--- src/sv/kscf_pkg.sv ---
// Package: word types, frame constants and frame byte lookup for the key scan framer.
`timescale 1ns / 1ps
`default_nettype none
package kscf_pkg;

  localparam logic [7:0] KEY_BYTE_ODD  = 8'h01;
  localparam logic [7:0] KEY_BYTE_EVEN = 8'h08;
  localparam logic [7:0] FRAME_HEAD    = 8'h7A;
  localparam logic [7:0] FRAME_ADDR    = 8'h01;
  localparam logic [7:0] FRAME_CMD     = 8'h02;
  localparam logic [7:0] FRAME_PAD     = 8'h00;
  localparam logic [7:0] FRAME_TAIL    = 8'h67;
  localparam logic [2:0] FRAME_LAST    = 3'd7;

  localparam logic [2:0] IDX_HEAD  = 3'd0;
  localparam logic [2:0] IDX_ADDR  = 3'd1;
  localparam logic [2:0] IDX_CMD   = 3'd2;
  localparam logic [2:0] IDX_CODE  = 3'd3;
  localparam logic [2:0] IDX_PAD   = 3'd4;
  localparam logic [2:0] IDX_SUMLO = 3'd5;
  localparam logic [2:0] IDX_SUMHI = 3'd6;
  localparam logic [2:0] IDX_TAIL  = 3'd7;

  localparam logic [1:0] MODE_NONE   = 2'd0;
  localparam logic [1:0] MODE_KEY_ON = 2'd1;
  localparam logic [1:0] MODE_FINISH = 2'd2;

  typedef struct packed {
    logic [7:0] key_byte0;
    logic [7:0] key_byte1;
    logic [7:0] key_byte2;
    logic [7:0] key_byte3;
    logic [7:0] key_byte4;
    logic       aux_pin_low;
    logic       awaiting_key;
  } scan_word_t;

  typedef struct packed {
    logic [7:0] frame_byte;
    logic       frame_valid;
    logic       last_of_run;
    logic [4:0] confirmed_key;
    logic [3:0] released_key;
    logic [1:0] mode_request;
  } report_word_t;

  // Byte idx of the report frame for a given key code.
  function automatic logic [7:0] frame_byte_at(input logic [2:0] idx, input logic [4:0] code);
    logic [15:0] sum;
    logic [7:0]  b;
    sum = 16'(FRAME_ADDR) + 16'(FRAME_CMD) + 16'(code) + 16'(FRAME_PAD);
    unique case (idx)
      IDX_HEAD:  b = FRAME_HEAD;
      IDX_ADDR:  b = FRAME_ADDR;
      IDX_CMD:   b = FRAME_CMD;
      IDX_CODE:  b = 8'(code);
      IDX_PAD:   b = FRAME_PAD;
      IDX_SUMLO: b = sum[7:0];
      IDX_SUMHI: b = sum[15:8];
      IDX_TAIL:  b = FRAME_TAIL;
      default:   b = FRAME_PAD;
    endcase
    return b;
  endfunction

endpackage
`default_nettype wire

--- src/sv/key_scan_confirm_framer.sv ---
// Top level: keypad scan decode, key confirmation and report frame emission.
`timescale 1ns / 1ps
`default_nettype none
// One scan word enters through an input register, where the key is decoded; once the
// result register is free, the scan updates the confirmation state and loads it, from
// which one report word leaves per cycle while report_stall is low. A scan that
// confirms a key while awaiting_key is set yields eight words (the frame 7A 01 02
// code 00 sumlo sumhi 67); every other scan yields one word with frame_valid low.
// The first report word shows on the report port once the scan is loaded into the
// result register. The report side sets the rate: a new scan is taken every cycle
// while scans produce single words and report_stall is low; during a frame the next
// scan waits for its last byte, as the byte counter in the result register serves
// one scan at a time. The user must write slave_device via cfg_we/cfg_data only
// while the block is idle (not enforced by the block); it adds ten to confirmed codes.
module key_scan_confirm_framer (
  input  wire logic                  clk,
  input  wire logic                  rst,
  input  wire logic                  cfg_we,
  input  wire logic                  cfg_data,
  input  wire logic                  scan_valid,
  output logic                       scan_stall,
  input  wire kscf_pkg::scan_word_t  scan,
  output logic                       report_valid,
  input  wire logic                  report_stall,
  output kscf_pkg::report_word_t     report
);
  import kscf_pkg::*;

  // Configuration
  logic slave_device;

  // Input register
  logic       s1_valid;
  scan_word_t s1_word;

  // Key state
  logic [3:0] prev_key;
  logic       release_armed;

  // Result register
  logic       res_valid;
  logic       res_send;
  logic [4:0] res_code;
  logic [3:0] res_released;
  logic [1:0] res_mode;
  logic [2:0] res_index;

  // Decode and decision
  logic [3:0] cur_key;
  logic       is_release;
  logic       is_change;
  logic       is_confirm;
  logic [4:0] code_next;

  logic res_last;
  logic word_done;
  logic run_done;
  logic s2_load;
  logic scan_take;

  // Decode the key: later bytes override earlier ones.
  always_comb begin
    logic [7:0] bytes [5];
    logic [7:0] v;
    bytes[0] = s1_word.key_byte0;
    bytes[1] = s1_word.aux_pin_low ? KEY_BYTE_ODD : s1_word.key_byte1;
    bytes[2] = s1_word.key_byte2;
    bytes[3] = s1_word.key_byte3;
    bytes[4] = s1_word.key_byte4;
    cur_key = 4'd0;
    for (int b = 0; b < 5; b++) begin
      v = bytes[b];
      if (v == KEY_BYTE_ODD) begin
        cur_key = 4'(2 * b + 1);
      end else if (v == KEY_BYTE_EVEN) begin
        cur_key = 4'(2 * b + 2);
      end
    end
  end

  assign is_release = (prev_key != 4'd0) && (cur_key == 4'd0);
  assign is_change  = (prev_key != 4'd0) && (cur_key != 4'd0) && (cur_key != prev_key);
  assign is_confirm = !is_release && !is_change && (cur_key != 4'd0)
                      && (cur_key == prev_key) && release_armed;
  assign code_next  = 5'(cur_key) + (slave_device ? 5'd10 : 5'd0);

  // Handshake: the result register frees on its last word; the input register
  // advances into it then or when it is empty.
  assign res_last   = !res_send || (res_index == FRAME_LAST);
  assign word_done  = res_valid && !report_stall;
  assign run_done   = word_done && res_last;
  assign s2_load    = s1_valid && (!res_valid || run_done);
  assign scan_stall = s1_valid && !s2_load;
  assign scan_take  = scan_valid && !scan_stall;

  always_ff @(posedge clk) begin
    if (rst) begin
      slave_device <= 1'b0;
    end else if (cfg_we) begin
      slave_device <= cfg_data;
    end
  end

  // Input register
  always_ff @(posedge clk) begin
    if (rst) begin
      s1_valid <= 1'b0;
    end else if (scan_take) begin
      s1_valid <= 1'b1;
    end else if (s2_load) begin
      s1_valid <= 1'b0;
    end
  end

  always_ff @(posedge clk) begin
    if (scan_take) begin
      s1_word <= scan;
    end
  end

  // Key state advances as a scan moves into the result register.
  always_ff @(posedge clk) begin
    if (rst) begin
      prev_key      <= 4'd0;
      release_armed <= 1'b1;
    end else if (s2_load) begin
      prev_key <= cur_key;
      priority if (is_release) begin
        release_armed <= 1'b1;
      end else if (is_change) begin
        release_armed <= 1'b1;
      end else if (is_confirm) begin
        release_armed <= 1'b0;
      end else begin
        release_armed <= release_armed;
      end
    end
  end

  // Result register and frame byte counter
  always_ff @(posedge clk) begin
    if (rst) begin
      res_valid <= 1'b0;
      res_index <= 3'd0;
    end else if (s2_load) begin
      res_valid <= 1'b1;
      res_index <= 3'd0;
    end else if (run_done) begin
      res_valid <= 1'b0;
      res_index <= 3'd0;
    end else if (word_done) begin
      res_index <= res_index + 3'd1;
    end
  end

  always_ff @(posedge clk) begin
    if (s2_load) begin
      res_send     <= is_confirm && s1_word.awaiting_key;
      res_code     <= is_confirm ? code_next : 5'd0;
      res_released <= is_release ? prev_key : 4'd0;
      if (is_confirm) begin
        res_mode <= s1_word.awaiting_key ? MODE_KEY_ON : MODE_FINISH;
      end else begin
        res_mode <= MODE_NONE;
      end
    end
  end

  // Output word straight from the result register
  assign report_valid         = res_valid;
  assign report.frame_byte    = res_send ? frame_byte_at(res_index, res_code) : 8'd0;
  assign report.frame_valid   = res_send;
  assign report.last_of_run   = res_last;
  assign report.confirmed_key = res_code;
  assign report.released_key  = res_released;
  assign report.mode_request  = res_mode;

  // The byte counter runs only inside a frame.
  a_index_in_frame: assert property (@(posedge clk) disable iff (rst)
    (res_valid && (res_index != 3'd0)) |-> res_send)
    else $error("frame byte counter moved outside a frame");

  // A delivered word that is not the last advances the counter by one.
  a_index_step: assert property (@(posedge clk) disable iff (rst)
    (word_done && !res_last) |=> (res_valid && (res_index == $past(res_index) + 3'd1)))
    else $error("frame byte counter skipped or lost the run");

  // A confirmation disarms further confirmations.
  a_confirm_disarms: assert property (@(posedge clk) disable iff (rst)
    (s2_load && is_confirm) |=> !release_armed)
    else $error("confirmation left the release mark armed");

  // A frame is sent only with key-on mode and a nonzero code.
  a_frame_mode: assert property (@(posedge clk) disable iff (rst)
    (res_valid && res_send) |-> ((res_mode == MODE_KEY_ON) && (res_code != 5'd0)))
    else $error("frame without key-on request");

endmodule
`default_nettype wire

--- config.mk ---
export PLATFORM = sky130hd
export DESIGN_NAME = key_scan_confirm_framer
export DESIGN_NICKNAME = d
export VERILOG_FILES = /design/src/sv/kscf_pkg.sv /design/src/sv/key_scan_confirm_framer.sv
export SDC_FILE = /design/constraint.sdc
export NUM_CORES = 1
export LEC_CHECK = 0
export BUFFER_PORTS_ARGS = -buffer_cell sky130_fd_sc_hd__buf_2
export CORE_UTILIZATION = 40
export CTS_BUF_LIST = sky130_fd_sc_hd__clkbuf_16
export DETAILED_ROUTE_END_ITERATION = 16
export PLACE_DENSITY = 0.63
export SYNTH_ARGS = -nofsm -noshare
export SYNTH_HDL_FRONTEND = slang
export SYNTH_SLANG_ARGS = --single-unit
--- constraint.sdc ---
create_clock -name clk -period 7.13 [get_ports clk]
set_clock_uncertainty 0.15 [all_clocks]
set_input_delay 0.713 -clock clk [delete_from_list [all_inputs] [get_ports clk]]
set_output_delay 0.713 -clock clk [all_outputs]
set_load 0.03 [all_outputs]
==> results of run 1 <==
==> cell usage after synthesis (3+ instances only) <==
| library cell | instances |
|---|---|
| sky130_fd_sc_hd__and3_1 | 3 |
| sky130_fd_sc_hd__nand2_1 | 17 |
| sky130_fd_sc_hd__buf_4 | 3 |
| sky130_fd_sc_hd__o21ai_0 | 5 |
| sky130_fd_sc_hd__nor4b_1 | 3 |
| sky130_fd_sc_hd__a21oi_1 | 13 |
| sky130_fd_sc_hd__nand4b_1 | 4 |
| sky130_fd_sc_hd__a211oi_1 | 4 |
| sky130_fd_sc_hd__a31oi_1 | 6 |
| sky130_fd_sc_hd__nand2b_1 | 5 |
| sky130_fd_sc_hd__ha_1 | 10 |
| sky130_fd_sc_hd__nand3_1 | 7 |
| sky130_fd_sc_hd__edfxtp_1 | 54 |
| sky130_fd_sc_hd__xnor2_1 | 3 |
| sky130_fd_sc_hd__inv_1 | 20 |
| sky130_fd_sc_hd__nor4_1 | 5 |
| sky130_fd_sc_hd__dfxtp_1 | 11 |
| sky130_fd_sc_hd__and2_1 | 9 |
| sky130_fd_sc_hd__nor2_1 | 34 |
| sky130_fd_sc_hd__nor3_1 | 5 |
==> flip-flops by register name, indices dropped and copies added, names as in the netlist, 2 cells and up <==
signal,flops
res_code,5
s1_word,42
prev_key,4
res_mode,2
res_index,3
res_released,4
==> worst min-delay path by stage <==
stage	endpoint	depth (start not counted)	from
CTS	report_valid	2	s1_valid
global placement	report_valid	2	s1_valid
global route	report_valid	2	s1_valid
finish	report_valid	2	s1_valid
detailed placement	report_valid	2	s1_valid
floorplan	report_valid	2	s1_valid
==> through the flow <==
stage	utilization	power [mW]	instances	hold WS (ns)	area [um2]
after floorplan	-	0.502	256	0.299	3010
after global placement	0.477	0.527	420	0.311	3460
after detailed placement	0.477	0.529	420	0.313	3460
after CTS	0.519	0.973	436	0.320	3760
after global routing	0.519	0.999	436	0.369	3760
final	0.519	0.963	436	0.321	3760
==> critical path, cell delays in order, from the launching register on <==
cell	delay (ns)
sky130_fd_sc_hd__dfxtp_1	0.34
sky130_fd_sc_hd__ha_1	0.22
sky130_fd_sc_hd__ha_1	0.22
sky130_fd_sc_hd__or4_1	0.51
sky130_fd_sc_hd__a21oi_1	0.27
sky130_fd_sc_hd__a41oi_1	0.07
sky130_fd_sc_hd__a21boi_0	0.18
sky130_fd_sc_hd__buf_2	0.22
==> layout by cell type (no fill, tap or decap), types with 4 or more instances in the layout <==
cell                        Yosys  layout
sky130_fd_sc_hd__buf_2          0      69
sky130_fd_sc_hd__edfxtp_1      54      54
sky130_fd_sc_hd__nor2_1        34      33
sky130_fd_sc_hd__inv_1         20      23
sky130_fd_sc_hd__nand2_1       17      17
sky130_fd_sc_hd__a21oi_1       13      13
sky130_fd_sc_hd__dfxtp_1       11      11
sky130_fd_sc_hd__ha_1          10      10
sky130_fd_sc_hd__and2_1         9       9
sky130_fd_sc_hd__clkbuf_16      0       9
sky130_fd_sc_hd__nand3_1        7       7
sky130_fd_sc_hd__a31oi_1        6       6
sky130_fd_sc_hd__nand2b_1       5       5
sky130_fd_sc_hd__nor4_1         5       5
sky130_fd_sc_hd__o21ai_0        5       5
sky130_fd_sc_hd__nor3_1         5       5
sky130_fd_sc_hd__nand4b_1       4       4
sky130_fd_sc_hd__a211oi_1       4       4
==> metal layers <==
metal | vias up | track usage | share of wire
met5 | - | 0 | 0
met4 | 0 | 0.0836 | 0.020
met3 | 10 | 0.0392 | 0.046
met2 | 57 | 0.261 | 0.50
met1 | 956 | 0.167 | 0.43
li1 | 1101 | - | -
==> layout make-up <==
cell class	instances	area, um2	share of cell area
clock inverter	7	78.8	0.0209
tap	99	124	0.0329
inverter	20	75.1	0.0199
clock buffer	9	225	0.0598
sequential	65	1840	0.489
timing repair buffer	69	345	0.0917
multi-input combinational	167	1070	0.285
==> cells by family after synthesis <==
family	Yosys count	synth area share
flip-flops	65	0.612
XOR/XNOR	5	0.0145
other	1	0.00125
AO/OA/AOI/OAI	43	0.0977
multiplexers	1	0.00333
buffers and inverters	24	0.0337
adder cells (fa/ha/maj)	10	0.0416
AND/OR/NAND/NOR	107	0.196
==> power by group <==
part	total (mW)	internal (mW)	switching, mW
clock	0.443	0.299	0.144
sequential	0.448	0.436	0.0119
combinational	0.0731	0.0285	0.0446
total	0.963	0.763	0.200
==> impl_summary.txt, run 1 <==
----------------------------------------------------
[Status]
  Status ... finished, final reports clean

[Critical path]
  Launching element of the worst setup path ... res_index[0]
  FF-to-FF path depth ... 7
  Reg-to-reg setup timing slack ... 4.43 ns
  Data required time of the worst path ... 6.27 ns
  Category of the worst setup path capture point ... primary output
  Endpoint of the worst register-to-register path ... res_send
  Worst r2r src ... s1_word[19]
  Critical path type ... flip-flop to primary output
  Worst endpoint data arrival time ... 2.35 ns
  Kind of start point of the critical path ... flip-flop
  CP Max Fanout ... 5
  Endpoint of the worst setup timing path ... report[17]

[Placement]
  Count of buffers from port buffering ... 69
  Worst slack at placement ... 4.27 ns
  Final GP Congestion ... 0.795
  Estimated wirelength of the detail-placed design ... 3860 um

[Route]
  First DRT Iteration DRCs ... 68
  Final routed wire length divided by cell count ... 11.6 um
  DRC violations left ... 0
  Via count ... 2124
  Post-detailed-routing wire length ... 5080 um
  Number of nets with antenna violations after detailed routing ... 0
  Detailed Routing Iterations Pass 1 ... 4
  Vias per cell ... 4.87

[Clock network]
  Post-cts repair resize count ... 0
  Clock sink count ... 65
  Worst-case clock buffer depth ... 2
  CTS H-tree lvls ... 3
  Clock slew seen by the registers of the worst setup and hold paths ... 0.05 ns
  TritonCTS clock tree ... built
  Clock insertion delay at the later pin of the skew report ... 0.32 ns
  Number of buffers added by the clock tree synthesis step ... 9
  Buffer cell driving the clock tree root ... sky130_fd_sc_hd__clkbuf_16
  Total of hold buffers inserted after clock tree synthesis ... 0
  Post-CTS setup-driven buffer insertion count ... 0

[Synthesis]
  Post-synthesis instance total ... 256
  Synth top area cells ... sky130_fd_sc_hd__edfxtp_1 (54%), sky130_fd_sc_hd__dfxtp_1 (7.3%), sky130_fd_sc_hd__nor2_1 (4.2%)
  Avg Cell Area, Syn ... 11.8 um2
  Share of flip-flops with an asynchronous set or reset ... 0
  Share of synthesized area occupied by flip-flops and latches ... 0.612
  Cell accounting for the most synthesized area ... sky130_fd_sc_hd__edfxtp_1
  Yosys reg bits ... 65
  Synth Warn # ... 0
  Most frequently used flop master after synthesis ... sky130_fd_sc_hd__edfxtp_1
  Combined area of all synthesized cells ... 3010 um2
  Number of enable-type register cells in the synthesized netlist ... 54
  Count of distinct cell types in the synthesized netlist ... 47
  Syn_nets ... 314
  Area fraction of the dominant cell type after synthesis ... 0.539

[GRT]
  Total Routing Usage GR ... 0.150
  Wire length of the first global-routing pass ... 8590 um
  Initial antenna violation count ... 0
  Largest net degree at the start of global routing ... 43
  Number of global-route vias before repair ... 1991
  Grt total ovfl ... 0

[Floorplan]
  Starting density of the core ... 0.415
  Area of the die ... 7880 um2
  Floorplan core area ... 7250 um2
  Chip width ... 88.8 um
  Number of placement rows ... 31
  Die Ht ... 88.8 um
  I/O pin count ... 71

[Timing]
  Final setup violating endpoints ... 0
  Post-route clock period utilization ... 0.451
  Maximum clock frequency ... 0.311 GHz
  Fin worst setup slack ... 3.91 ns
  Sum of negative setup slack ... 0 ns
  Total count of hold-check failures in the final report ... 0
  Period minus WS final ... 3.22 ns
  Slew Limit Headroom ... 0.283
  Final-report max-slew violation count ... 0
  Unrepaired setup endpoints after global routing ... false
  Least-Margin Pin Slew ... 1.07 ns

[Min path]
  Path category of the worst min-delay check ... flip-flop to flip-flop

[Layout]
  Number of antenna cells inserted ... 0
  Layout overhead on the synthesized area ... 25.1%
  Net count of the finished layout ... 390
  Fill cell instance count of the final layout ... 646
  Share of final-layout standard cells stronger than drive strength 1 ... 0.261

[Power and ir drop]
  P per Cell Area ... 256 nW/um2
  Largest voltage drop on the vdd net ... 0.150 mV
  Leakage power total ... 1.54 nW

[Flow run]
  Max-Cap Viols ... 0

----------------------------------------------------
No activity file was read; power rests on OpenSTA's default activity.
==> inputs of run 2 (changes only) <==
ABC_AREA = 1   (was unset)
clock period = 3 ns   (was 7.13 ns; I/O delays follow)
==> run 2 against run 1 <==
  * Via count grew 12%
  * Wire length grew 13%
  * Setup slack lost 3.3 ns
  * Synthesized area grew 3.1%
  * Global-route usage grew 0.39 points
  * First-iteration DRC count grew 1.5%
  * Register-to-register slack lost 3.6 ns
  * Clock-buffer cell count is the same
  * Synthesized cell count grew 25%
  * Worst hold slack lost 0.32 ns
  * Die area grew 3.0%
==> impl_summary.txt, run 2 <==
----------------------------------------------------
[Status]
  Status ... finished, final reports clean

[Floorplan]
  Floorplan core area ... 7370 um2 (+1.6%)
  Die Ht ... 90.1 um (+1.5%)
  Number of placement rows ... 31 (unchanged)
  I/O pin count ... 71 (unchanged)
  Chip width ... 90.1 um (+1.5%)
  Starting density of the core ... 0.421 (+0.00601)
  Area of the die ... 8110 um2 (+3.0%)

[Layout]
  Area used by multi-input combinational logic ... 1030 um2 (-4.5%)
  Fill cell instance count of the final layout ... 654 (+1.2%)
  Regs by FF count ... s1_word x42, res_code x5
  Area occupied by registers ... 1840 um2 (unchanged)
  Layout overhead on the synthesized area ... 34.2%
  Number of antenna cells inserted ... 0 (unchanged)
  Flip-flop count of the largest register after layout ... 42 (unchanged)
  Final cell count without fillers ... 531 (+22%)
  Net count of the finished layout ... 485 (+24%)
  Most common library cell in the layout ignoring fill and taps ... sky130_fd_sc_hd__buf_2
  Register bank with the most flops ... s1_word
  Share of final-layout standard cells stronger than drive strength 1 ... 0.269 (+0.00739)
  Leading cell types in the layout, fill and taps excluded ... sky130_fd_sc_hd__buf_2 (69), sky130_fd_sc_hd__nand2_1 (64), sky130_fd_sc_hd__edfxtp_1 (54)

[Placement]
  Estimated wirelength of the detail-placed design ... 4090 um (+6.1%)
  Final GP Congestion ... 0.906 (+14%)
  Count of buffers from port buffering ... 69 (unchanged)
  Instance count after placement with tap cells included ... 486 (+16%)

[Power and ir drop]
  Share of power burned in combinational logic ... 0.108 (+0.032)
  Power Internal ... 1.78 mW (+130%)
  Largest voltage drop on the vdd net ... 0.435 mV (+190%)
  Power spent charging and discharging nets ... 544 uW (+170%)
  P per Cell Area ... 558 nW/um2 (+120%)
  Power share of the clock group ... 0.435 (-0.025)
  Leakage power total ... 1.88 nW (+22%)
  Fraction of power spent switching nets ... 0.234 (+0.0264)
  Relative contribution of sequential cells to total power ... 0.457 (-0.008)

[Clock network]
  TritonCTS clock tree ... built
  Clock insertion delay at the later pin of the skew report ... 0.32 ns (about the same)
  Buffer cell driving the clock tree root ... sky130_fd_sc_hd__clkbuf_16
  Post-CTS setup-driven buffer insertion count ... 0 (unchanged)
  Number of buffers added by the clock tree synthesis step ... 9 (unchanged)
  Worst-case clock buffer depth ... 2 (unchanged)
  Clock sink count ... 65 (unchanged)
  Clock slew seen by the registers of the worst setup and hold paths ... 0.06 ns (about the same)
  CTS H-tree lvls ... 3 (unchanged)

[Timing]
  Final setup violating endpoints ... 0 (unchanged)
  Total count of hold-check failures in the final report ... 0 (unchanged)
  Unrepaired setup endpoints after global routing ... false
  Sum of negative setup slack ... 0 ns (unchanged)
  Maximum clock frequency ... 0.412 GHz
  Period minus WS final ... 2.43 ns
  Final-report max-slew violation count ... 0 (unchanged)
  Post-route clock period utilization ... 0.809

[Synthesis]
  Syn_nets ... 377 (+20%)
  Avg Cell Area, Syn ... 9.73 um2 (-17%)
  Count of distinct cell types in the synthesized netlist ... 32 (-32%)
  Cell accounting for the most synthesized area ... sky130_fd_sc_hd__edfxtp_1
  Most frequently used flop master after synthesis ... sky130_fd_sc_hd__edfxtp_1
  Synth cell count leaders ... sky130_fd_sc_hd__nand2_1 (64), sky130_fd_sc_hd__edfxtp_1 (54), sky130_fd_sc_hd__inv_1 (53)
  Post-synthesis instance total ... 319 (+25%)
  Combined area of all synthesized cells ... 3100 um2 (+3.1%)
  Synth Warn # ... 0 (unchanged)
  Share of synthesized area occupied by flip-flops and latches ... 0.594 (-0.0183)
  Number of enable-type register cells in the synthesized netlist ... 54 (unchanged)
  Synth top area cells ... sky130_fd_sc_hd__edfxtp_1 (52%), sky130_fd_sc_hd__nand2_1 (7.7%), sky130_fd_sc_hd__dfxtp_1 (7.1%)
  Share of flip-flops with an asynchronous set or reset ... 0 (unchanged)
  Top-count cell post-synth ... sky130_fd_sc_hd__nand2_1
  Area fraction of the dominant cell type after synthesis ... 0.523 (-0.0161)
  Yosys reg bits ... 65 (unchanged)

[Critical path]
  Endpoint of the worst register-to-register path ... res_code[3]
  Worst r2r src ... s1_word[1]
  Worst endpoint data arrival time ... 1.98 ns (-0.37 ns)
  Category of the worst setup path capture point ... primary output
  Data required time of the worst path ... 2.55 ns (-3.72 ns)
  Reg-to-reg setup timing slack ... 0.80 ns (-3.63 ns)
  FF-to-FF path depth ... 14 (+7)
  CP Max Fanout ... 5 (unchanged)
  Kind of start point of the critical path ... flip-flop
  Critical path type ... flip-flop to primary output

[Route]
  DRC violations left ... 0 (unchanged)
  Vias per cell ... 4.47 (-8.2%)
  Final routed wire length divided by cell count ... 10.8 um (-7.2%)
  Detailed Routing Iterations Pass 1 ... 4 (unchanged)
  Number of nets with antenna violations after detailed routing ... 0 (unchanged)
  First DRT Iteration DRCs ... 69 (+1.5%)
  Via count ... 2374 (+12%)
  Post-detailed-routing wire length ... 5740 um (+13%)

[GRT]
  Largest net degree at the start of global routing ... 43 (unchanged)
  Grt total ovfl ... 0 (unchanged)
  Number of global-route vias before repair ... 2298 (+15%)
  Wire length of the first global-routing pass ... 9950 um (+16%)
  Initial antenna violation count ... 0 (unchanged)
  Total Routing Usage GR ... 0.154 (+0.00392)

[Min path]
  Critical hold path startpoint ... scan[40]
  Number of cells on the worst hold path ... 1 (-1)
  Path category of the worst min-delay check ... primary input to flip-flop
  Worst hold endpoint ... s1_word[40]

[Flow run]
  Max-Cap Viols ... 0 (unchanged)

----------------------------------------------------
==> run 2: changes by cell type after synthesis, moves of 4 or more <==
cell | before | now
sky130_fd_sc_hd__nor2_2 | 0 | 10
sky130_fd_sc_hd__and2_1 | 9 | 0
sky130_fd_sc_hd__inv_1 | 20 | 53
sky130_fd_sc_hd__nand4b_1 | 4 | 0
sky130_fd_sc_hd__o22ai_1 | 0 | 4
sky130_fd_sc_hd__nand3_1 | 7 | 15
sky130_fd_sc_hd__nand2b_1 | 5 | 0
sky130_fd_sc_hd__nand2_2 | 0 | 5
sky130_fd_sc_hd__nor2_1 | 34 | 41
sky130_fd_sc_hd__a211oi_1 | 4 | 0
sky130_fd_sc_hd__nand2_1 | 17 | 64
==> run 2: what timing repair did <==
item / 4_1_cts / 5_1_grt
setup endpoints to repair: 0 / 0
gates resized for setup: 0 / 0
endpoints found under the hold margin: 28 / 1
hold buffers: 28 / 1
==> run 2: how the worst max path moves through the flow <==
stage                 startpoint     endpoint  slack (ns)  cells past startpoint
global route        res_index[0]   report[14]        0.41                      6
detailed placement    s1_word[1]  res_code[3]        0.81                     14
global placement      s1_word[1]  res_code[3]        0.87                     14
CTS                 res_index[0]   report[16]        0.58                      6
finish              res_index[0]   report[14]        0.57                      6
floorplan           res_index[0]   s1_word[0]        0.22                     10
==> run 2: power by group through the flow <==
stage / sequential, mW / combinational [mW] / clock (mW)
after CTS: 1.06 / 0.251 / 1.03
after detailed placement: 1.08 / 0.223 / 0
after global placement: 1.08 / 0.219 / 0
final: 1.06 / 0.251 / 1.01
after global routing: 1.07 / 0.279 / 1.07
after floorplan: 1.09 / 0.131 / 0
==> run 2: layout make-up <==
cell class	count	share of cell area
sequential	65	0.442
multi-input combinational	195	0.246
timing repair buffer	100	0.159
clock buffer	9	0.0541
inverter	56	0.0511
tap	99	0.0297
clock inverter	7	0.0171
==> run 2: cells by family after synthesis <==
logic type,after synthesis,share of synthesized area
flops,65,0.594
buf+inv,59,0.0758
xor+xnor,1,0.00282
compound gates,29,0.0520
simple gates,154,0.234
fa+ha+maj,10,0.0403
other cells,1,0.00121
==> run 2: metal layers <==
layer / GRT usage / vias up / share of wire
li1: - / 1249 / -
met1: 0.177 / 1048 / 0.43
met2: 0.279 / 68 / 0.52
met3: 0.0347 / 9 / 0.043
met4: 0.0565 / 0 / 0.013
met5: 0 / - / 0
==> run 2: worst max-delay path: stages (launching register included) <==
cell and delay [ns]:
sky130_fd_sc_hd__dfxtp_1 0.33, sky130_fd_sc_hd__ha_1 0.22, sky130_fd_sc_hd__ha_1 0.23, sky130_fd_sc_hd__nor4_1 0.26, sky130_fd_sc_hd__nand2_1 0.19, sky130_fd_sc_hd__a41oi_1 0.20, sky130_fd_sc_hd__buf_2 0.23
==> run 2: metrics by stage <==
stage          power, mW  cell area, um2  utilization  worst slack (ns)  hold slack [ns]
6_report            2.32            4160        0.565             0.572          0.00473
5_1_grt             2.42            4160        0.565             0.408         0.000288
4_1_cts             2.34            4150        0.564             0.577         0.000352
3_5_place_dp        1.30            3580        0.485             0.806            0.328
3_3_place_gp        1.30            3580        0.485             0.867            0.326
2_1_floorplan       1.23            3100            -             0.224            0.219
